==> src/rtl/bldim_pkg.sv <==
`timescale 1ns / 1ps

package bldim_pkg;

    // field widths
    localparam int BRIGHT_W   = 8;
    localparam int LVL_W      = 5;
    localparam int AUTO_W     = 8;
    localparam int BP_W       = 13;
    localparam int BP_REGS    = 5;
    localparam int CFG_IDX_W  = 3;
    localparam int CFG_DATA_W = 13;

    // defaults for the top level parameters
    localparam int NUM_BREAKPOINTS_DEF = 5;
    localparam int PULSE_MODULUS_DEF   = 32;

    // auto level at which outdoor mode takes over
    localparam logic [AUTO_W-1:0] HBM_THRESHOLD = AUTO_W'(6);

    // serial divider sizes: numerator holds brightness span times tune span
    localparam int DIV_NUM_W = BRIGHT_W + LVL_W;
    localparam int DIV_DEN_W = BRIGHT_W;
    localparam int DIV_CNT_W = $clog2(DIV_NUM_W + 1);

    localparam logic [BP_W-1:0] BP_RESET [BP_REGS] = '{
        13'd0, 13'd266, 13'd532, 13'd4224, 13'd8191
    };

    typedef enum logic [CFG_IDX_W-1:0] {
        REG_BP_OFF,
        REG_BP_MIN,
        REG_BP_DIM,
        REG_BP_DEF,
        REG_BP_MAX,
        REG_OUTDOOR_TUNE,
        REG_AUTO_LEVEL,
        REG_START_LEVEL
    } t_cfg_idx;

    typedef struct packed {
        logic [BRIGHT_W-1:0] req_brightness;
        logic                blank;
    } t_in;

    typedef struct packed {
        logic             status;
        logic [LVL_W-1:0] dim_level;
        logic             changed;
        logic             power_on;
        logic             power_off;
        logic [LVL_W-1:0] pulse_count;
    } t_out;

    typedef struct packed {
        logic [LVL_W-1:0]  outdoor_tune;
        logic [AUTO_W-1:0] auto_level;
        logic              prev_load;
        logic [LVL_W-1:0]  prev_value;
    } t_cfg;

    typedef struct packed {
        logic                 start;
        logic [DIV_NUM_W-1:0] num;
        logic [DIV_DEN_W-1:0] den;
        logic [DIV_CNT_W-1:0] len;
    } t_div_req;

    typedef struct packed {
        logic                 done;
        logic [DIV_NUM_W-1:0] quo;
        logic [DIV_DEN_W-1:0] rem;
    } t_div_rsp;

    function automatic logic [BRIGHT_W-1:0] bp_bright(input logic [BP_W-1:0] e);
        return e[BRIGHT_W-1:0];
    endfunction

    function automatic logic [LVL_W-1:0] bp_tune(input logic [BP_W-1:0] e);
        return e[BRIGHT_W +: LVL_W];
    endfunction

endpackage

==> src/rtl/bldim_div.sv <==
`timescale 1ns / 1ps

module bldim_div (
    input  logic                i_clk,
    input  logic                i_rst_n,
    input  bldim_pkg::t_div_req i_req,
    output bldim_pkg::t_div_rsp o_rsp
);
    import bldim_pkg::*;

    logic [DIV_CNT_W-1:0] r_cnt;
    logic                 r_done;
    logic [DIV_NUM_W-1:0] r_num;
    logic [DIV_DEN_W-1:0] r_rem;
    logic [DIV_DEN_W-1:0] r_den;

    logic [DIV_DEN_W:0]   w_trial;
    logic                 w_ge;
    logic [DIV_DEN_W:0]   w_diff;

    // one restoring step: bring down the next numerator bit
    assign w_trial = {r_rem, r_num[DIV_NUM_W-1]};
    assign w_ge    = (w_trial >= {1'b0, r_den});
    assign w_diff  = w_trial - {1'b0, r_den};

    // load on start, then shift one quotient bit per cycle
    always_ff @(posedge i_clk) begin
        if (!i_rst_n) begin
            r_cnt  <= '0;
            r_done <= 1'b0;
        end else begin
            r_done <= 1'b0;
            if (i_req.start) begin
                r_cnt <= i_req.len;
                r_num <= i_req.num;
                r_den <= i_req.den;
                r_rem <= '0;
            end else if (r_cnt != '0) begin
                r_cnt  <= r_cnt - DIV_CNT_W'(1);
                r_num  <= {r_num[DIV_NUM_W-2:0], w_ge};
                r_rem  <= w_ge ? w_diff[DIV_DEN_W-1:0] : w_trial[DIV_DEN_W-1:0];
                r_done <= (r_cnt == DIV_CNT_W'(1));
            end
        end
    end

    assign o_rsp.done = r_done;
    assign o_rsp.quo  = r_num;
    assign o_rsp.rem  = r_rem;

    // partial remainder must stay below the divisor while stepping
    assert property (@(posedge i_clk) disable iff (!i_rst_n)
        (r_cnt != '0) |-> (r_rem < r_den))
        else $error("divider remainder not below divisor");

endmodule

==> src/rtl/bldim_cfg.sv <==
`timescale 1ns / 1ps

module bldim_cfg #(
    parameter int NUM_BREAKPOINTS = bldim_pkg::NUM_BREAKPOINTS_DEF
) (
    input  logic                            i_clk,
    input  logic                            i_rst_n,
    input  logic                            i_wr,
    input  bldim_pkg::t_cfg_idx             i_cfg_index,
    input  logic [bldim_pkg::CFG_DATA_W-1:0] i_cfg_data,
    output logic [bldim_pkg::BP_W-1:0]      o_bp [NUM_BREAKPOINTS],
    output bldim_pkg::t_cfg                 o_cfg
);
    import bldim_pkg::*;

    localparam int BP_STORED = (NUM_BREAKPOINTS < BP_REGS) ? NUM_BREAKPOINTS : BP_REGS;

    logic [BP_W-1:0]   r_bp [BP_STORED];
    logic [LVL_W-1:0]  r_outdoor;
    logic [AUTO_W-1:0] r_auto;

    // hold register values, update on a write beat
    always_ff @(posedge i_clk) begin
        if (!i_rst_n) begin
            for (int i = 0; i < BP_STORED; i++) begin
                r_bp[i] <= BP_RESET[i];
            end
            r_outdoor <= LVL_W'(31);
            r_auto    <= '0;
        end else if (i_wr) begin
            for (int i = 0; i < BP_STORED; i++) begin
                if (i_cfg_index == t_cfg_idx'(i)) begin
                    r_bp[i] <= i_cfg_data[BP_W-1:0];
                end
            end
            unique case (i_cfg_index)
                REG_OUTDOOR_TUNE: r_outdoor <= i_cfg_data[LVL_W-1:0];
                REG_AUTO_LEVEL:   r_auto    <= i_cfg_data[AUTO_W-1:0];
                default: ;
            endcase
        end
    end

    // breakpoints past the writable ones read as zero
    for (genvar g = 0; g < NUM_BREAKPOINTS; g++) begin : g_bp
        if (g < BP_STORED) begin : g_reg
            assign o_bp[g] = r_bp[g];
        end else begin : g_zero
            assign o_bp[g] = '0;
        end
    end

    assign o_cfg.outdoor_tune = r_outdoor;
    assign o_cfg.auto_level   = r_auto;
    assign o_cfg.prev_load    = i_wr && (i_cfg_index == REG_START_LEVEL);
    assign o_cfg.prev_value   = i_cfg_data[LVL_W-1:0];

endmodule

==> src/rtl/backlight_level_pulse_dimmer_top.sv <==
`timescale 1ns / 1ps

// Backlight level dimmer: maps a requested brightness (forced to 0 when blanked)
// through a table of NUM_BREAKPOINTS packed breakpoints (tune*256 + brightness)
// to a 5-bit tune level and reports how the driver must move from the stored
// level: power-off, power-on, and a count of low pulses (old - new) mod
// PULSE_MODULUS. One item is worked on at a time. The breakpoint search steps
// through the breakpoints in order, and interpolation and the pulse count share
// one bit-serial restoring divider that yields one bit per cycle, first the
// interpolation quotient and then the pulse count. An item out of range skips
// the search and the divider, and an item also waits while an earlier result
// beat is held by the stall; its result beat shows in the same cycle that the
// next item can be taken. The result register lets the next item be taken
// while that beat waits. Register writes are taken every cycle; writing
// start_level also loads the stored level.
module backlight_level_pulse_dimmer_top #(
    parameter int NUM_BREAKPOINTS = bldim_pkg::NUM_BREAKPOINTS_DEF,
    parameter int PULSE_MODULUS   = bldim_pkg::PULSE_MODULUS_DEF
) (
    input  logic                             i_clk,
    input  logic                             i_rst_n,
    input  logic                             i_in_valid,
    output logic                             o_in_stall,
    input  bldim_pkg::t_in                   i_in_data,
    output logic                             o_out_valid,
    input  logic                             i_out_stall,
    output bldim_pkg::t_out                  o_out_data,
    input  logic                             i_cfg_valid,
    output logic                             o_cfg_ready,
    input  bldim_pkg::t_cfg_idx              i_cfg_index,
    input  logic [bldim_pkg::CFG_DATA_W-1:0] i_cfg_data
);
    import bldim_pkg::*;

    localparam int IDX_W   = $clog2(NUM_BREAKPOINTS);
    localparam int TOP     = NUM_BREAKPOINTS - 1;
    // offset that keeps old - new + offset non-negative and congruent mod M
    localparam int MOD_OFS = ((31 + PULSE_MODULUS - 1) / PULSE_MODULUS) * PULSE_MODULUS;
    localparam int MOD_W   = $clog2(31 + MOD_OFS + 1);

    typedef enum logic [2:0] {
        S_IDLE,
        S_CHECK,
        S_SCAN,
        S_MUL,
        S_DIV,
        S_APPLY,
        S_MOD,
        S_EMIT
    } t_state;

    t_state            r_state;
    logic [BRIGHT_W-1:0] r_b;
    logic [IDX_W-1:0]  r_idx;
    logic [BP_W-1:0]   r_lo;
    logic [BP_W-1:0]   r_hi;
    logic              r_neg;
    logic [LVL_W-1:0]  r_level;
    logic [LVL_W-1:0]  r_prev;
    t_out              r_res;
    t_out              r_out;
    logic              r_out_valid;

    logic [BP_W-1:0]   w_bp [NUM_BREAKPOINTS];
    t_cfg              w_cfg;
    t_div_req          w_div_req;
    t_div_rsp          w_div_rsp;
    logic              w_cfg_wr;

    logic [BP_W-1:0]     w_top;
    logic [BP_W-1:0]     w_cur;
    logic [BRIGHT_W-1:0] w_bdiff;
    logic [BRIGHT_W-1:0] w_den;
    logic [LVL_W:0]      w_dt;
    logic [LVL_W-1:0]    w_mag;
    logic [LVL_W+2:0]    w_lvl_s;
    logic [LVL_W-1:0]    w_lvl;
    logic [MOD_W-1:0]    w_mod_x;
    logic                w_changed;

    assign o_cfg_ready = 1'b1;
    assign w_cfg_wr    = i_cfg_valid && o_cfg_ready;

    bldim_cfg #(
        .NUM_BREAKPOINTS(NUM_BREAKPOINTS)
    ) u_cfg (
        .i_clk      (i_clk),
        .i_rst_n    (i_rst_n),
        .i_wr       (w_cfg_wr),
        .i_cfg_index(i_cfg_index),
        .i_cfg_data (i_cfg_data),
        .o_bp       (w_bp),
        .o_cfg      (w_cfg)
    );

    bldim_div u_div (
        .i_clk  (i_clk),
        .i_rst_n(i_rst_n),
        .i_req  (w_div_req),
        .o_rsp  (w_div_rsp)
    );

    assign w_top = w_bp[TOP];
    assign w_cur = w_bp[r_idx];

    // interpolation operands: span below the upper breakpoint times tune span
    assign w_bdiff = bp_bright(r_hi) - r_b;
    assign w_den   = bp_bright(r_hi) - bp_bright(r_lo);
    assign w_dt    = {1'b0, bp_tune(r_hi)} - {1'b0, bp_tune(r_lo)};
    assign w_mag   = w_dt[LVL_W] ? LVL_W'(-w_dt) : w_dt[LVL_W-1:0];

    // level = upper tune minus signed quotient, clamped to the level range
    assign w_lvl_s = r_neg ? ({3'b0, bp_tune(r_hi)} + {2'b0, w_div_rsp.quo[LVL_W:0]})
                           : ({3'b0, bp_tune(r_hi)} - {2'b0, w_div_rsp.quo[LVL_W:0]});
    always_comb begin
        if (w_lvl_s[LVL_W+2]) begin
            w_lvl = '0;
        end else if (w_lvl_s[LVL_W+1:LVL_W] != '0) begin
            w_lvl = '1;
        end else begin
            w_lvl = w_lvl_s[LVL_W-1:0];
        end
    end

    assign w_changed = (r_level != r_prev);
    assign w_mod_x   = MOD_W'(r_prev) + MOD_W'(MOD_OFS) - MOD_W'(r_level);

    // drive the shared divider: interpolation, then the pulse count
    always_comb begin
        w_div_req = '0;
        if (r_state == S_MUL) begin
            w_div_req.start = 1'b1;
            w_div_req.num   = DIV_NUM_W'(w_bdiff * w_mag);
            w_div_req.den   = w_den;
            w_div_req.len   = DIV_CNT_W'(DIV_NUM_W);
        end else if (r_state == S_APPLY && w_changed && r_level != '0) begin
            w_div_req.start = 1'b1;
            w_div_req.num   = DIV_NUM_W'(w_mod_x) << (DIV_NUM_W - MOD_W);
            w_div_req.den   = DIV_DEN_W'(PULSE_MODULUS);
            w_div_req.len   = DIV_CNT_W'(MOD_W);
        end
    end

    assign o_in_stall  = (r_state != S_IDLE);
    assign o_out_valid = r_out_valid;
    assign o_out_data  = r_out;

    // sequence one item through search, divide and apply
    always_ff @(posedge i_clk) begin
        if (!i_rst_n) begin
            r_state     <= S_IDLE;
            r_prev      <= LVL_W'(16);
            r_out_valid <= 1'b0;
        end else begin
            if (r_out_valid && !i_out_stall && r_state != S_EMIT) begin
                r_out_valid <= 1'b0;
            end
            if (w_cfg.prev_load) begin
                r_prev <= w_cfg.prev_value;
            end
            unique case (r_state)
                S_IDLE: begin
                    if (i_in_valid) begin
                        r_b     <= i_in_data.blank ? '0 : i_in_data.req_brightness;
                        r_state <= S_CHECK;
                    end
                end
                S_CHECK: begin
                    if (r_b > bp_bright(w_top)) begin
                        r_res   <= '{status: 1'b1, default: '0};
                        r_state <= S_EMIT;
                    end else if (w_cfg.auto_level >= HBM_THRESHOLD &&
                                 r_b == bp_bright(w_top)) begin
                        r_res   <= '0;
                        r_level <= w_cfg.outdoor_tune;
                        r_state <= S_APPLY;
                    end else begin
                        r_res   <= '0;
                        r_idx   <= '0;
                        r_state <= S_SCAN;
                    end
                end
                S_SCAN: begin
                    if (r_idx == IDX_W'(TOP) || r_b <= bp_bright(w_cur)) begin
                        r_hi <= w_cur;
                        if (r_idx <= IDX_W'(1)) begin
                            r_level <= bp_tune(w_cur);
                            r_state <= S_APPLY;
                        end else begin
                            r_state <= S_MUL;
                        end
                    end else begin
                        r_lo  <= w_cur;
                        r_idx <= r_idx + IDX_W'(1);
                    end
                end
                S_MUL: begin
                    r_neg   <= w_dt[LVL_W];
                    r_state <= S_DIV;
                end
                S_DIV: begin
                    if (w_div_rsp.done) begin
                        r_level <= w_lvl;
                        r_state <= S_APPLY;
                    end
                end
                S_APPLY: begin
                    r_res.dim_level <= r_level;
                    if (w_changed) begin
                        r_res.changed <= 1'b1;
                        r_prev        <= r_level;
                        if (r_level == '0) begin
                            r_res.power_off <= 1'b1;
                            r_state         <= S_EMIT;
                        end else begin
                            r_res.power_on <= (r_prev == '0);
                            r_state        <= S_MOD;
                        end
                    end else begin
                        r_state <= S_EMIT;
                    end
                end
                S_MOD: begin
                    if (w_div_rsp.done) begin
                        r_res.pulse_count <= LVL_W'(w_div_rsp.rem);
                        r_state           <= S_EMIT;
                    end
                end
                S_EMIT: begin
                    if (!r_out_valid || !i_out_stall) begin
                        r_out       <= r_res;
                        r_out_valid <= 1'b1;
                        r_state     <= S_IDLE;
                    end
                end
                default: r_state <= S_IDLE;
            endcase
        end
    end

    // interpolation quotient always fits in the level width
    assert property (@(posedge i_clk) disable iff (!i_rst_n)
        (r_state == S_DIV && w_div_rsp.done) |-> ((w_div_rsp.quo >> LVL_W) == '0))
        else $error("interpolation quotient out of level range");

    // an error beat carries nothing but its status
    assert property (@(posedge i_clk) disable iff (!i_rst_n)
        (r_out_valid && r_out.status) |->
        (r_out.dim_level == '0 && !r_out.changed && !r_out.power_on &&
         !r_out.power_off && r_out.pulse_count == '0))
        else $error("error beat with nonzero fields");

    // driver actions only come with a level change, never on and off together
    assert property (@(posedge i_clk) disable iff (!i_rst_n)
        (r_out_valid && (r_out.power_on || r_out.power_off || r_out.pulse_count != '0)) |->
        (r_out.changed && !(r_out.power_on && r_out.power_off)))
        else $error("driver action without a level change");

endmodule
==> config.mk <==
export PLATFORM = sky130hd
export DESIGN_NAME = backlight_level_pulse_dimmer_top
export DESIGN_NICKNAME = d
export VERILOG_FILES = /design/src/rtl/bldim_pkg.sv /design/src/rtl/bldim_div.sv /design/src/rtl/bldim_cfg.sv /design/src/rtl/backlight_level_pulse_dimmer_top.sv
export SDC_FILE = /design/constraint.sdc
export NUM_CORES = 1
export LEC_CHECK = 0
export ABC_AREA = 1
export BUFFER_PORTS_ARGS = -buffer_cell sky130_fd_sc_hd__buf_2
export CORE_UTILIZATION = 60
export CTS_CLUSTER_DIAMETER = 80
export DETAILED_ROUTE_END_ITERATION = 10
export HOLD_SLACK_MARGIN = 0.02
export PLACE_DENSITY = 0.85
export REMOVE_ABC_BUFFERS = 1
export SLEW_MARGIN = 0
export SYNTH_ARGS = -nofsm -noshare
export SYNTH_HDL_FRONTEND = slang
export SYNTH_SLANG_ARGS = --single-unit
==> constraint.sdc <==
create_clock -name i_clk -period 6.15 [get_ports i_clk]
set_input_delay 0.3075 -clock i_clk [delete_from_list [all_inputs] [get_ports i_clk]]
set_output_delay 0.3075 -clock i_clk [all_outputs]
set_load 0.005 [all_outputs]
# Word-level counts from Yosys, hierarchy flattened
# Memory sizes are Yosys's and may differ from the RTL's.
# Cells that the tools add are included.
[op_classes] reduce_logical=42 muxes=75 mul=1 order_cmp=6 bitwise_logic=9 addsub=11 n_eq_ne=32
[op_table] cell="2-to-1 mux 13 bit" n=9
[op_table] cell="2-to-1 mux 5 bit" n=12
[op_table] cell="2-to-1 mux 26 bit" n=2
[op_table] cell="binary-select mux 13 bit (select 3 bit)" n=1
[op_table] cell="2-to-1 mux 3 bit" n=12
[op_table] cell="2-to-1 mux 1 bit" n=28
[op_table] cell="equality test 3 bit, second input constant" n=9
[op_table] cell="2-to-1 mux 8 bit" n=3
[op_table] cell="case mux 3 bit (8 select lines)" n=1
[op_table] cell="subtractor 8 bit" n=3
[op_table] cell="!= test 2 bit, second input constant" n=10
[op_table] cell="AND reduction 3 bit" n=6
[op_table] cell="case mux 8 bit (2 select lines)" n=1
[op_table] cell="case mux 5 bit (3 select lines)" n=1
[op_table] cell="2-to-1 mux 14 bit" n=1
[op_table] cell="AND reduction 2 bit" n=7
[op_table] cell="multiplier 8 x 5 -> 13 bit" n=1
[op_table] cell="equality test 3 x 2 -> 1 bit, second input constant" n=4
[op_table] cell="logical NOT 5 bit" n=2
[op_table] cell="case mux 5 bit (2 select lines)" n=1
[op_table] cell="AND reduction 5 bit" n=2
[op_table] cell="nonzero test 2 bit" n=5
[op_table] cell=">= comparator 9 x 8 -> 1 bit" n=1
[op_table] cell="equality test 8 bit" n=1
[op_table] cell="33 further kinds" n=53
[totals] out_inout_bits=17 regBits=127 ramBits=65 inputBits=30 mem_count=1 elab_cells=205
[mem_list] memory="u_cfg.r_bp" words=5 word_bits=13 rd=5 rd_clocked_by_memory_dff=0 write_ports=5 line_no="bldim_cfg.sv:18" rtl="logic [BP_W-1:0] r_bp [BP_STORED];"

# Logic depth before layout (Yosys ltp)
# Gate-level depths: netlist (run 1).
[depth] ltp_word=8 mapped_depth=27 depth_no_buf=27

# Cells and area by module
# From an unflattened synthesis (run 1), not the netlist that was laid out.
[hier_totals] hier_cells=1342 area_unflattened_um2=11883.9
[by_module_without_submodules] mod="backlight_level_pulse_dimmer_top" area_per_inst_um2=7011.7 instances=1 seq_area_each_um2=2312.2 cells_each=900
[by_module_without_submodules] mod="bldim_cfg" area_per_inst_um2=2825.2 instances=1 seq_area_each_um2=2212.1 cells_each=199
[by_module_without_submodules] mod="bldim_div" area_per_inst_um2=2047.0 instances=1 seq_area_each_um2=970.9 cells_each=243

# Least setup slack after synthesis (run 1)
# Ideal clock, no wire load.
[synth_path] path_type="reg2reg" start="register r_hi[8]" end="register u_div.r_num[8], data pin" setup_slack_ps=1475 path_buffers=0 t_arrival_ps=4411 t_required_ps=5886 synth_period_minus_slack_ps=4675 setup_ps=264 stages_incl_launch_ff=19 cell_sequence="edfxtp_1 > inv_1 > ha_1 > fa_1 > ha_1 > nor2_1 > xor2_1 > nor2_1 > fa_1 > fa_1 > inv_1 > fa_1 > inv_1 > ha_1 > a21oi_1 > o21ai_0 > a21o_1 > o21ai_0 > nand3_1"
[synth_between] elab_chain_len=6
[synth_lines] item="start: declaration" line_no="backlight_level_pulse_dimmer_top.sv:56" rtl="logic [BP_W-1:0] r_hi;"
[synth_lines] item="start signal: assignment" line_no="backlight_level_pulse_dimmer_top.sv:185" rtl="r_hi <= w_cur;"
[synth_lines] item="subtractor 5 x 5 -> 6 bit *" line_no="backlight_level_pulse_dimmer_top.sv:109" rtl="assign w_dt = {1'b0, bp_tune(r_hi)} - {1'b0, bp_tune(r_lo)};"
[synth_lines] item="negation 5 bit" line_no="backlight_level_pulse_dimmer_top.sv:110" rtl="assign w_mag = w_dt[LVL_W] ? LVL_W'(-w_dt) : w_dt[LVL_W-1:0];"
[synth_lines] item="2-to-1 mux 5 bit *" line_no="backlight_level_pulse_dimmer_top.sv:110"
[synth_lines] item="multiplier 8 x 5 -> 13 bit *" line_no="backlight_level_pulse_dimmer_top.sv:133" rtl="w_div_req.num = DIV_NUM_W'(w_bdiff * w_mag);"
[synth_lines] item="2-to-1 mux 26 bit *" line_no="backlight_level_pulse_dimmer_top.sv:131" rtl="if (r_state == S_MUL) begin"
[synth_lines] item="2-to-1 mux 13 bit *" line_no="bldim_div.sv:33" rtl="if (i_req.start) begin"
[synth_lines] item="end signal: assignment" line_no="bldim_div.sv:35" rtl="r_num <= i_req.num;"
[synth_lines] item="end signal: assignment" line_no="bldim_div.sv:40" rtl="r_num <= {r_num[DIV_NUM_W-2:0], w_ge};"
[synth_lines] item="end: declaration" line_no="bldim_div.sv:13" rtl="logic [DIV_NUM_W-1:0] r_num;"
# Mark *: on every way between the ends. The rest lies on a longest branch, timed or not.
# A chain may end at the register's enable or synchronous reset.

# Worst setup path after layout (run 1)
[layout_path] start="register r_hi[10]" end="register u_div.r_num[8], data pin"
[layout_between] elab_cells_between_ends=6 classes_between="2 x add/sub; 1 x mul; 3 x mux"
[layout_lines] item="subtractor 5 x 5 -> 6 bit" line_no="backlight_level_pulse_dimmer_top.sv:109"
[layout_lines] item="via w_dt[5]" line_no="backlight_level_pulse_dimmer_top.sv:74" rtl="logic [LVL_W:0] w_dt;"
[layout_lines] item="2-to-1 mux 5 bit" line_no="backlight_level_pulse_dimmer_top.sv:110"
[layout_lines] item="multiplier 8 x 5 -> 13 bit" line_no="backlight_level_pulse_dimmer_top.sv:133"
[layout_lines] item="2-to-1 mux 26 bit" line_no="backlight_level_pulse_dimmer_top.sv:131"
[layout_lines] item="2-to-1 mux 13 bit" line_no="bldim_div.sv:33"
# The timed path passes the listed nets, and every way through them passes these cells.

==> results of run 1 <==
worst max-delay path, stage by stage (launching register included):
cell and delay (ps):
edfxtp_1 450, ha_1 360, a21oi_1 190, nand2_1 80, nand2_1 110, nand2_1 80, a21oi_1 350, nand2_1 110
nand3_1 100, nand2_1 100, inv_1 160, nor2_1 90, fa_1 510, fa_1 540, inv_1 50, fa_1 520
inv_1 40, ha_1 350, a21oi_1 190, o21ai_0 140, a21o_1 190, o21ai_0 210, nand3_1 100
registers in the layout (all words and copies together), names as in the netlist, 3 cells and up:
signal and count:
r_state 3, u_cfg.r_bp 65, r_hi 13, r_idx 3, u_div.r_rem 8, r_res 14
u_cfg.r_auto 7, r_level 5, o_out_data 14, r_lo 13, r_b 8, u_cfg.r_outdoor 5
r_prev 5, u_div.r_cnt 4, u_div.r_den 8, u_div.r_num 13
routing by layer:
layer,global-route usage,vias to the layer above,wire length [µm]
met2,0.514,385,13400
met4,0.122,0,928
li1,-,4190,-
met5,0,-,0
met1,0.327,4076,10100
met3,0.0542,83,1870
metrics by stage:
stage	util	power [mW]	cells	setup WS [ps]	hold slack, ps
after floorplan	-	3.85	1202	1480	400
after global placement	0.646	4.40	1485	1200	401
after detailed placement	0.646	4.50	1485	1020	405
after CTS	0.681	5.68	1517	904	112
after global routing	0.681	6.17	1517	421	127
final	0.681	5.72	1517	872	117
placed cells by master, fill, tap and decap left out, types with 17 or more instances in the layout:
master	synthesis	routed
buf_2	5	45
nand3_1	67	67
o21ai_0	53	48
inv_1	207	207
fa_1	25	25
ha_1	84	84
dfxtp_1	26	26
nor2_1	135	135
a21oi_1	88	88
edfxtp_1	165	165
clkbuf_16	0	17
nand2_1	225	225
power groups by stage:
stage	logic, mW	registers [mW]	clock network [mW]
final	2.72	1.83	1.17
after CTS	2.69	1.83	1.16
after floorplan	2.04	1.81	0
after detailed placement	2.65	1.85	0
after global placement	2.56	1.85	0
after global routing	3.10	1.85	1.21
area by class of cell:
type / instances / area [µm²]
repair buffers: 54 / 293
fillers: 1319 / 5810
clock inverters: 15 / 214
multi-input cells: 799 / 4910
inverters: 212 / 801
flip-flops and latches: 191 / 5480
well taps: 229 / 287
clock buffers: 17 / 425
cells by family (layout without fill, tap and decap cells):
kind of cell / count (synthesis) / in the layout / synth area share
AO/OA/AOI/OAI: 200 / 200 / 0.104
XOR/XNOR: 21 / 21 / 0.0163
adder cells (fa/ha/maj): 109 / 109 / 0.137
buffers and inverters: 236 / 298 / 0.0805
flip-flops: 191 / 191 / 0.485
other: 1 / 1 / 0.000332
AND/OR/NAND/NOR: 468 / 468 / 0.177
how the worst max path moves through the flow:
stage,startpoint,endpoint,slack (ps),cells past startpoint
2_1_floorplan,r_hi[8],u_div.r_num[8],1480,18
3_3_place_gp,r_hi[8],u_div.r_num[8],1200,18
3_5_place_dp,r_hi[10],u_div.r_num[8],1020,21
4_1_cts,r_hi[10],u_div.r_num[8],900,22
5_1_grt,r_hi[10],u_div.r_num[8],420,22
6_report,r_hi[10],u_div.r_num[8],870,22
==> reports/qor.txt, run 1 <==
Clock sink count = 191
Setup slack, reg-to-reg = 870 ps
Full die area = 19400 µm²
Total congestion overflow = 0
Avg Vias per Cell = 5.76
DR iter-0 viols = 757
Leading post-synthesis cells by cell area = edfxtp_1 (44%), ha_1 (9.3%), nand2_1 (7.5%)
Worst-skew pair later-pin latency = 440 ps
Syn Area/Cell = 9.21 µm²
Failing checks = DRC
Logic pwr share = 0.475
Synth top area share = 0.439
Layout cells sized above 1 = 0.0815
First-pass DRT Iterations = 11
Yosys reg bits = 191
Post-synth top flop = edfxtp_1
Sw frac = 0.429
Unrepaired setup endpoints after global routing = no
Clock root cell = clkbuf_16
Hold EP = u_cfg.r_outdoor[4]
RR Endpoint = u_div.r_num[8]
Status = finished with violations
CTS Buf Count = 17
Worst Path Arrival = 5460 ps
First-pass GRT wire length = 42400 µm
Placed cell areas = 11800 µm²
Worst setup EP type = register
Min-delay src = i_cfg_data[4]
Drt total wl = 26300 µm
# port buffers = 45
Worst r2r src = r_hi[10]
Pint = 3.27 mW
DR vias = 8734
Yosys top cell by area = edfxtp_1
Layout Area Growth over Synthesis = 9.89%
Seq/Total Area, Yosys = 0.485
Clock Power Share = 0.204
Slew Viols, Final = 0
Period minus WS final = 5280 ps
Hold Violations, Final = 0
GRT Total Usage = 0.284
Final antenna-violating net count = 0
Pin count of the biggest net entering global routing = 32
Slew headroom = 0.160
Sequential share of power = 0.320
Hold_buf cts = 0
PostCTS Resize Cnt = 0
Nets = 1414
Number of diodes = 0
Post-synth ARST share = 0
Period utilization = 0.858
Maximum VDD drop = 0.232 mV
CTS tree = done
Final Instance Area = 12400 µm²
Syn. warnings = 0
Synth unique cells = 50
PD cells = 461 nW/µm²
Antenna violations before repair = 0
Row cnt = 49
Drt drc = 1
Final setup TNS = 0 ps
Routed WL per cell = 17.3 µm
Hpwl dp = 19200 µm
Initial Utilization = 0.620
Vias in the first global route = 8678
Mapped Area = 11300 µm²
Hold depth = 3
Worst Max-Slew Pin Slew = 1260 ps
Tightest Hold Check Type = in -> reg
Core area = 18200 µm²
Crit Path Category = reg -> reg
IO Count = 47
CTS Buffer Depth = 2
Die Width = 139 µm
Post-Syn Instances = 1226
Commonest cells in the netlist = nand2_1 (225), inv_1 (207), edfxtp_1 (165)
CP startpoint kind = register
Setup violations, final = 0
WP data required = 6330 ps
# Post-CTS Setup Buffers = 0
Most frequent cell after synthesis = nand2_1
Switch Pwr = 2.46 mW
Post-synth EDFFs = 165
Worst Reg2Reg Path Length in Cells = 22
Clk_skew = 10.5 ps
Routability congestion estimate from global placement = 0.901
Leak = 5.64 nW
Max Clock Freq = 189 MHz
H-tree Lvls = 4
Crit path max fanout = 6
Clock transition at the registers of the reported paths = 70 ps
Die height = 139 µm
MaxCap Viol Count = 0
Note: power is estimated with default switching activity, not from simulation.
==> inputs of run 2 (changes only) <==
--- a/config.mk
+++ b/config.mk
@@ -7,11 +7,11 @@
 export LEC_CHECK = 0
 export ABC_AREA = 1
 export BUFFER_PORTS_ARGS = -buffer_cell sky130_fd_sc_hd__buf_2
-export CORE_UTILIZATION = 60
+export CORE_UTILIZATION = 63
 export CTS_CLUSTER_DIAMETER = 80
 export DETAILED_ROUTE_END_ITERATION = 10
-export HOLD_SLACK_MARGIN = 0.02
-export PLACE_DENSITY = 0.85
+export HOLD_SLACK_MARGIN = 0.15
+export PLACE_DENSITY = 0.88
 export REMOVE_ABC_BUFFERS = 1
 export SLEW_MARGIN = 0
 export SYNTH_ARGS = -nofsm -noshare
==> run 2 against run 1 <==
The run now ends clean. Final cell count up 0.33%. Sequential power about the same. Die area decreased by 4.7%. Utilization is 3.4 points higher. Global-route usage increased by 1.9 points. Sequential cell count stayed put. Worst setup slack better by 110 ps. Worst hold slack better by 33 ps. Sequential share of layout area is 0.19 points lower. Via count up 1.8%. Register-to-register slack better by 110 ps. Critical endpoint is now u_div.r_num[7]. Largest cell class unchanged. Highest routed layer unchanged.
==> reports/qor.txt, run 2 (synthesized netlist as in run 1, its figures left out) <==
Die Width = 136 µm (was 139 µm)
CP max-delay cell = fa_1 (unchanged)
Avg Vias per Cell = 5.84 (was 5.76)
Setup violations, final = 0 (unchanged)
Period minus WS final = 5160 ps (was 5280 ps)
Most common library cell in the layout ignoring fill and taps = nand2_1 (unchanged)
Full die area = 18500 µm² (was 19400 µm²)
Nets = 1423 (was 1414)
PostCTS Resize Cnt = 0 (unchanged)
Number of diodes = 0 (unchanged)
Layout Area Growth over Synthesis = 10.4% (was 9.89%)
CTS Buffer Depth = 2 (unchanged)
Clock root cell = clkbuf_16 (unchanged)
CP startpoint kind = register (unchanged)
First-pass GRT wire length = 42200 µm (was 42400 µm)
Routability congestion estimate from global placement = 0.907 (was 0.901)
Final Instance Count excl. Fillers = 1522 (was 1517)
CP bufs+invs = 3 (unchanged)
Crit-path leading delay family = adder cells (unchanged)
CP most frequent cell = fa_1 (was nand2_1)
Slowest Stage Delay on Critical Path = 540 ps (about the same)
Period utilization = 0.840 (was 0.858)
Clk_skew = 13.1 ps (was 10.5 ps)
DR vias = 8893 (was 8734)
Tightest Hold Check Type = in -> reg (unchanged)
Most frequent cells in the layout = nand2_1 (225), inv_1 (207), edfxtp_1 (165), nor2_1 (135), a21oi_1 (88) (unchanged)
Cells along the critical path = inv_1 -> ha_1 -> fa_1 -> ha_1 -> nor2_1 -> xor2_1 -> inv_1 -> nand2_1 -> fa_1 -> fa_1 -> fa_1 -> inv_1 -> ha_1 -> nand2_1 -> a21oi_1 -> a211o_1 -> o21ai_0 -> nand3_1 (was ha_1 -> a21oi_1 -> nand2_1 -> nand2_1 -> nand2_1 -> a21oi_1 -> nand2_1 -> nand3_1 -> nand2_1 -> inv_1 -> nor2_1 -> fa_1 -> fa_1 -> inv_1 -> fa_1 -> inv_1 -> ha_1 -> a21oi_1 -> o21ai_0 -> a21o_1 -> o21ai_0 -> nand3_1)
Dpl cells = 1482 (was 1485)
Leak = 5.67 nW (was 5.64 nW)
Max reg flops = 65 (unchanged)
Drt drc = 0 (was 1)
CTS tree = done (unchanged)
Worst Max-Slew Pin Slew = 1180 ps (was 1260 ps)
Status = complete, no violations (was finished with violations)
Biggest register = u_cfg.r_bp (unchanged)
Max Clock Freq = 194 MHz (was 189 MHz)
Hold Violations, Final = 0 (unchanged)
Die height = 136 µm (was 139 µm)
Antenna violations before repair = 0 (unchanged)
CTS Buf Count = 17 (unchanged)
WP data required = 6340 ps (was 6330 ps)
Hpwl dp = 19700 µm (was 19200 µm)
Worst-skew pair later-pin latency = 450 ps (was 440 ps)
H-tree Lvls = 4 (unchanged)
First-pass DRT Iterations = 7 (was 11)
Vias in the first global route = 8615 (was 8678)
Pin count of the biggest net entering global routing = 29 (was 32)
Crit Path Category = reg -> reg (unchanged)
# Post-CTS Setup Buffers = 0 (unchanged)
Final antenna-violating net count = 0 (unchanged)
Unrepaired setup endpoints after global routing = no (unchanged)
Clock transition at the registers of the reported paths = 80 ps (was 70 ps)
Slew headroom = 0.212 (was 0.160)
Initial Utilization = 0.648 (was 0.620)
IO Count = 47 (unchanged)
Layout cells sized above 1 = 0.0817 (was 0.0815)
Final setup TNS = 0 ps (unchanged)
Row cnt = 48 (was 49)
Drt total wl = 26600 µm (was 26300 µm)
Worst Path Arrival = 5360 ps (was 5460 ps)
Crit path max fanout = 7 (was 6)
Routed WL per cell = 17.5 µm (was 17.3 µm)
MaxCap Viol Count = 0 (unchanged)
Total congestion overflow = 0 (unchanged)
GRT Total Usage = 0.303 (was 0.284)
Maximum VDD drop = 0.276 mV (was 0.232 mV)
# port buffers = 45 (unchanged)
Clock sink count = 191 (unchanged)
Core area = 17400 µm² (was 18200 µm²)
Slew Viols, Final = 0 (unchanged)
DR iter-0 viols = 854 (was 757)
Worst setup EP type = register (unchanged)
PD cells = 459 nW/µm² (was 461 nW/µm²)
-- run 2: through the flow --
stage                     hold WS, ps  power, mW  area, µm²  worst slack [ps]  utilization
after detailed placement          405       4.53      11800              1030        0.676
final                             150       5.72      12500               986        0.715
after global routing              161       6.15      12500               588        0.715
after global placement            401       4.40      11800              1180        0.676
after floorplan                   400       3.85      11200              1480            -
after CTS                         151       5.67      12500              1010        0.715
-- run 2: worst min-delay path, delay by kind of cell --
family                 cells  cell delay (ps)
buffers and inverters      2              110
and+or+nand+nor            1               70
-- run 2: per-layer routing --
layer  GRT usage  wire [µm]  vias to the layer above
met5           0          0                        -
met4       0.121        824                        0
met3      0.0630       2020                       80
met2       0.553      13900                      408
met1       0.344       9820                     4197
li1            -          -                     4208
-- run 2: worst paths after layout --
| kind | startpoint | to | slack, ps | depth (start not counted) |
|---|---|---|---|---|
| max | r_hi[8] | u_div.r_num[7] | 990 | 18 |
| min | i_in_data[5] | r_b[4] | 150 | 3 |
| max reg2reg | r_hi[8] | u_div.r_num[7] | 990 | 18 |
| min reg2reg | r_res[1] | o_out_data[1] | 420 | 0 |
-- run 2: where the power goes --
group | internal (mW) | switching (mW) | total [mW]
sequential | 1.70 | 0.141 | 1.84
clock | 0.574 | 0.548 | 1.12
combinational | 0.975 | 1.78 | 2.75
total | 3.25 | 2.47 | 5.72
-- run 2: what timing repair did --
item | in CTS | in global routing
endpoints found under the hold margin | 8 | 0
endpoints found under the setup margin | 0 | 0
hold buffers | 8 | 0
-- run 2: area by class of cell --
class                           count  area, µm²
Sequential cell                   191       5480
Fill cell                        1223       4960
Multi-Input combinational cell    799       4910
Inverter                          212        801
Clock buffer                       18        450
Timing Repair Buffer               63        380
Tap cell                          225        282
Clock inverter                     14        160
==> inputs of run 3 (changes only) <==
--- a/config.mk
+++ b/config.mk
@@ -5,7 +5,7 @@
 export SDC_FILE = /design/constraint.sdc
 export NUM_CORES = 1
 export LEC_CHECK = 0
-export ABC_AREA = 1
+export ABC_AREA = 0
 export BUFFER_PORTS_ARGS = -buffer_cell sky130_fd_sc_hd__buf_2
 export CORE_UTILIZATION = 63
 export CTS_CLUSTER_DIAMETER = 80
==> constraint.sdc (replaced) <==
create_clock -name i_clk -period 5 [get_ports i_clk]
set_input_delay 0.25 -clock i_clk [delete_from_list [all_inputs] [get_ports i_clk]]
set_output_delay 0.25 -clock i_clk [all_outputs]
set_load 0.005 [all_outputs]
==> run 3 against run 2 <==
Power grew 54%. Synthesized cell count is 17% lower. Sequential cell count unchanged. Final cell count down 9.5%. Highest routed layer unchanged. Die area shrank 0.78%. Clock skew down 3.5 ps. Sequential share of layout area fell by 2.0 points. Utilization grew 3.7 points. Wire length is 0.67% higher. Largest cell class unchanged. Combinational power is 86% higher. The run now ends with setup timing left. Critical path depth grew 2.
==> reports/qor.txt, run 3 <==
Routed WL per cell = 19.4 µm (was 17.5 µm)
Final WS setup = -670 ps (was 986 ps)
Die Width = 135 µm (was 136 µm)
CP max-delay cell = fa_1 (unchanged)
Most frequent cell after synthesis = edfxtp_1 (was nand2_1)
Final Instance Area = 13100 µm² (was 12500 µm²)
MaxCap Viol Count = 0 (unchanged)
H-tree Lvls = 4 (unchanged)
Yosys reg bits = 191 (unchanged)
Worst Reg2Reg Path Length in Cells = 20 (was 18)
Clk_skew = 9.57 ps (was 13.1 ps)
Cells along the critical path = ha_4 -> fa_1 -> ha_2 -> nand4bb_1 -> or4_1 -> o211ai_1 -> nor3_2 -> xnor2_2 -> or2_4 -> fa_1 -> fa_1 -> fa_1 -> inv_2 -> ha_4 -> nor2b_4 -> o31a_1 -> o21ai_2 -> o21ai_2 -> xor2_1 -> a221o_1 (was inv_1 -> ha_1 -> fa_1 -> ha_1 -> nor2_1 -> xor2_1 -> inv_1 -> nand2_1 -> fa_1 -> fa_1 -> fa_1 -> inv_1 -> ha_1 -> nand2_1 -> a21oi_1 -> a211o_1 -> o21ai_0 -> nand3_1)
GRT Total Usage = 0.306 (was 0.303)
Slew headroom = 0.165 (was 0.212)
Full die area = 18300 µm² (was 18500 µm²)
Syn. warnings = 0 (unchanged)
Vias in the first global route = 8479 (was 8615)
# port buffers = 45 (unchanged)
Layout cells sized above 1 = 0.182 (was 0.0817)
Min-delay src = i_in_data[0] (was i_in_data[5])
Crit path max fanout = 2 (was 7)
Total congestion overflow = 0 (unchanged)
WP data required = 5200 ps (was 6340 ps)
First-pass GRT wire length = 42200 µm (about the same)
Crit Path Category = reg -> reg (unchanged)
First-pass DRT Iterations = 6 (was 7)
DR iter-0 viols = 670 (was 854)
PD cells = 675 nW/µm² (was 459 nW/µm²)
Antenna violations before repair = 0 (unchanged)
Max reg flops = 65 (unchanged)
Worst Max-Slew Pin Slew = 1250 ps (was 1180 ps)
Most common library cell in the layout ignoring fill and taps = edfxtp_1 (was nand2_1)
Post-synth ARST share = 0 (unchanged)
Maximum VDD drop = 0.585 mV (was 0.276 mV)
Most frequent cells in the layout = edfxtp_1 (165), inv_1 (100), nor2_1 (94), ha_1 (78), nand2_1 (69) (was nand2_1 (225), inv_1 (207), edfxtp_1 (165), nor2_1 (135), a21oi_1 (88))
Final antenna-violating net count = 0 (unchanged)
Placed cell areas = 12000 µm² (was 11800 µm²)
Hpwl dp = 18100 µm (was 19700 µm)
CP startpoint kind = register (unchanged)
Setup violations, final = 8 (was 0)
Tightest Hold Check Type = in -> reg (unchanged)
Nets = 1278 (was 1423)
Fill cells = 1103 (was 1223)
Worst Path Arrival = 5870 ps (was 5360 ps)
Worst setup EP type = register (unchanged)
CTS Buffer Depth = 2 (unchanged)
DR vias = 8338 (was 8893)
Row cnt = 48 (unchanged)
Die height = 135 µm (was 136 µm)
Clock root cell = clkbuf_16 (unchanged)
Post-Syn Instances = 1018 (was 1226)
Max Clock Freq = 176 MHz (was 194 MHz)
Worst-skew pair later-pin latency = 450 ps (about the same)
Seq/Total Area, Yosys = 0.489 (was 0.485)
Post-synth top flop = edfxtp_1 (unchanged)
Clock transition at the registers of the reported paths = 80 ps (about the same)
Drt total wl = 26800 µm (was 26600 µm)
IO Count = 47 (unchanged)
Routability congestion estimate from global placement = 0.904 (was 0.907)
Hold EP = r_b[6] (was r_b[4])
Hold Violations, Final = 0 (unchanged)
Avg Vias per Cell = 6.06 (was 5.84)
Period minus WS final = 5670 ps (was 5160 ps)
Setup slack, reg-to-reg = -670 ps (was 990 ps)
Core area = 17400 µm² (about the same)
Total Power = 8.82 mW (was 5.72 mW)
Slew Viols, Final = 0 (unchanged)
Mapped Area = 11200 µm² (was 11300 µm²)
Number of diodes = 0 (unchanged)
Synth unique cells = 68 (was 50)
Pin count of the biggest net entering global routing = 27 (was 29)
Slowest Stage Delay on Critical Path = 530 ps (was 540 ps)
Crit-path leading delay family = adder cells (unchanged)
Post-synth EDFFs = 165 (unchanged)
Yosys top cell by area = edfxtp_1 (unchanged)
Period utilization = 1.13 (was 0.840)
Final core occ = 0.753 (was 0.715)
CP bufs+invs = 1 (was 3)
CTS Buf Count = 17 (unchanged)
Synth top area share = 0.442 (was 0.439)
Drt drc = 0 (unchanged)
Hold depth = 2 (was 3)
CP most frequent cell = fa_1 (unchanged)
Initial Utilization = 0.645 (was 0.648)
Layout Area Growth over Synthesis = 16.7% (was 10.4%)
Leak = 5.40 nW (was 5.67 nW)
Leading post-synthesis cells by cell area = edfxtp_1 (44%), ha_1 (9.4%), dfxtp_1 (4.6%) (was edfxtp_1 (44%), ha_1 (9.3%), nand2_1 (7.5%))
Worst r2r src = r_lo[8] (was r_hi[8])
Biggest register = u_cfg.r_bp (unchanged)
Syn Area/Cell = 11.0 µm² (was 9.21 µm²)
Failing checks = setup timing
Status = finished with violations (was complete, no violations)
CTS tree = done (unchanged)
Clock sink count = 191 (unchanged)
Unrepaired setup endpoints after global routing = yes (was no)
RR Endpoint = u_div.r_num[12] (was u_div.r_num[7])
Register area = 5480 µm² (unchanged)
Commonest cells in the netlist = edfxtp_1 (165), inv_1 (104), nor2_1 (97) (was nand2_1 (225), inv_1 (207), edfxtp_1 (165))
Area of the multi-input gates = 5380 µm² (was 4910 µm²)
run 3: cell count changes after synthesis, sizes merged, moves of 20 or more:
cell   change
and2      +21
mux2i     +21
nand3     -55
a21oi     -36
inv      -107
nor2      -41
nor2b     +28
o21a      +20
nand2    -158
run 3: how the worst max path moves through the flow:
stage | endpoint | from | depth (start not counted)
3_3_place_gp | u_div.r_num[12] | r_hi[8] | 21
2_1_floorplan | u_div.r_num[12] | r_hi[8] | 21
6_report | u_div.r_num[12] | r_lo[8] | 20
3_5_place_dp | u_div.r_num[12] | r_hi[8] | 21
5_1_grt | u_div.r_num[12] | r_lo[8] | 20
4_1_cts | u_div.r_num[12] | r_hi[8] | 21
run 3: cell families after synthesis:
logic type,count (synthesis),synth area share
other,1,0.000335
buffers and inverters,132,0.0469
and+or+nand+nor,308,0.135
adders and majority gates,109,0.139
muxes,36,0.0399
AOI/OAI and AO/OA,208,0.122
DFF,191,0.489
xor gates and xnor gates,33,0.0277
run 3: layer usage:
layer | up-vias | GRT usage | routed length (µm)
met1 | 4020 | 0.346 | 10200
li1 | 3863 | - | -
met3 | 103 | 0.0580 | 1550
met5 | - | 0 | 0
met2 | 352 | 0.553 | 13900
met4 | 0 | 0.148 | 1110
run 3: power by group:
part / internal, mW / leakage (nW) / switching, mW / total (mW)
Sequential: 2.10 / 1.77 / 0.213 / 2.31
Clock: 0.684 / 0.298 / 0.707 / 1.39
Combinational: 2.33 / 3.34 / 2.79 / 5.12
Total: 5.11 / 5.40 / 3.71 / 8.82
run 3: area by class of cell:
class | instances | share of cell area
multi-input combinational | 695 | 0.412
timing repair buffer | 130 | 0.0709
inverter | 104 | 0.0299
clock buffer | 17 | 0.0326
sequential | 191 | 0.419
tap | 225 | 0.0215
clock inverter | 15 | 0.0144
run 3: what timing repair did:
item,in CTS,in global routing
pin swaps,27,18
endpoints found under the setup margin,9,9
endpoints found under the hold margin,32,0
gates resized for setup,38,7
setup buffers,5,1
hold buffers,22,0
run 3: per-stage QoR:
step | setup TNS, ps | cells | worst slack [ps] | hold slack, ps
floorplan | -3190 | 990 | -769 | 312
global placement | -3730 | 1318 | -663 | 402
CTS | -3710 | 1376 | -646 | 156
detailed placement | -4880 | 1318 | -807 | 405
finish | -3640 | 1377 | -670 | 161
global route | -4680 | 1377 | -753 | 160
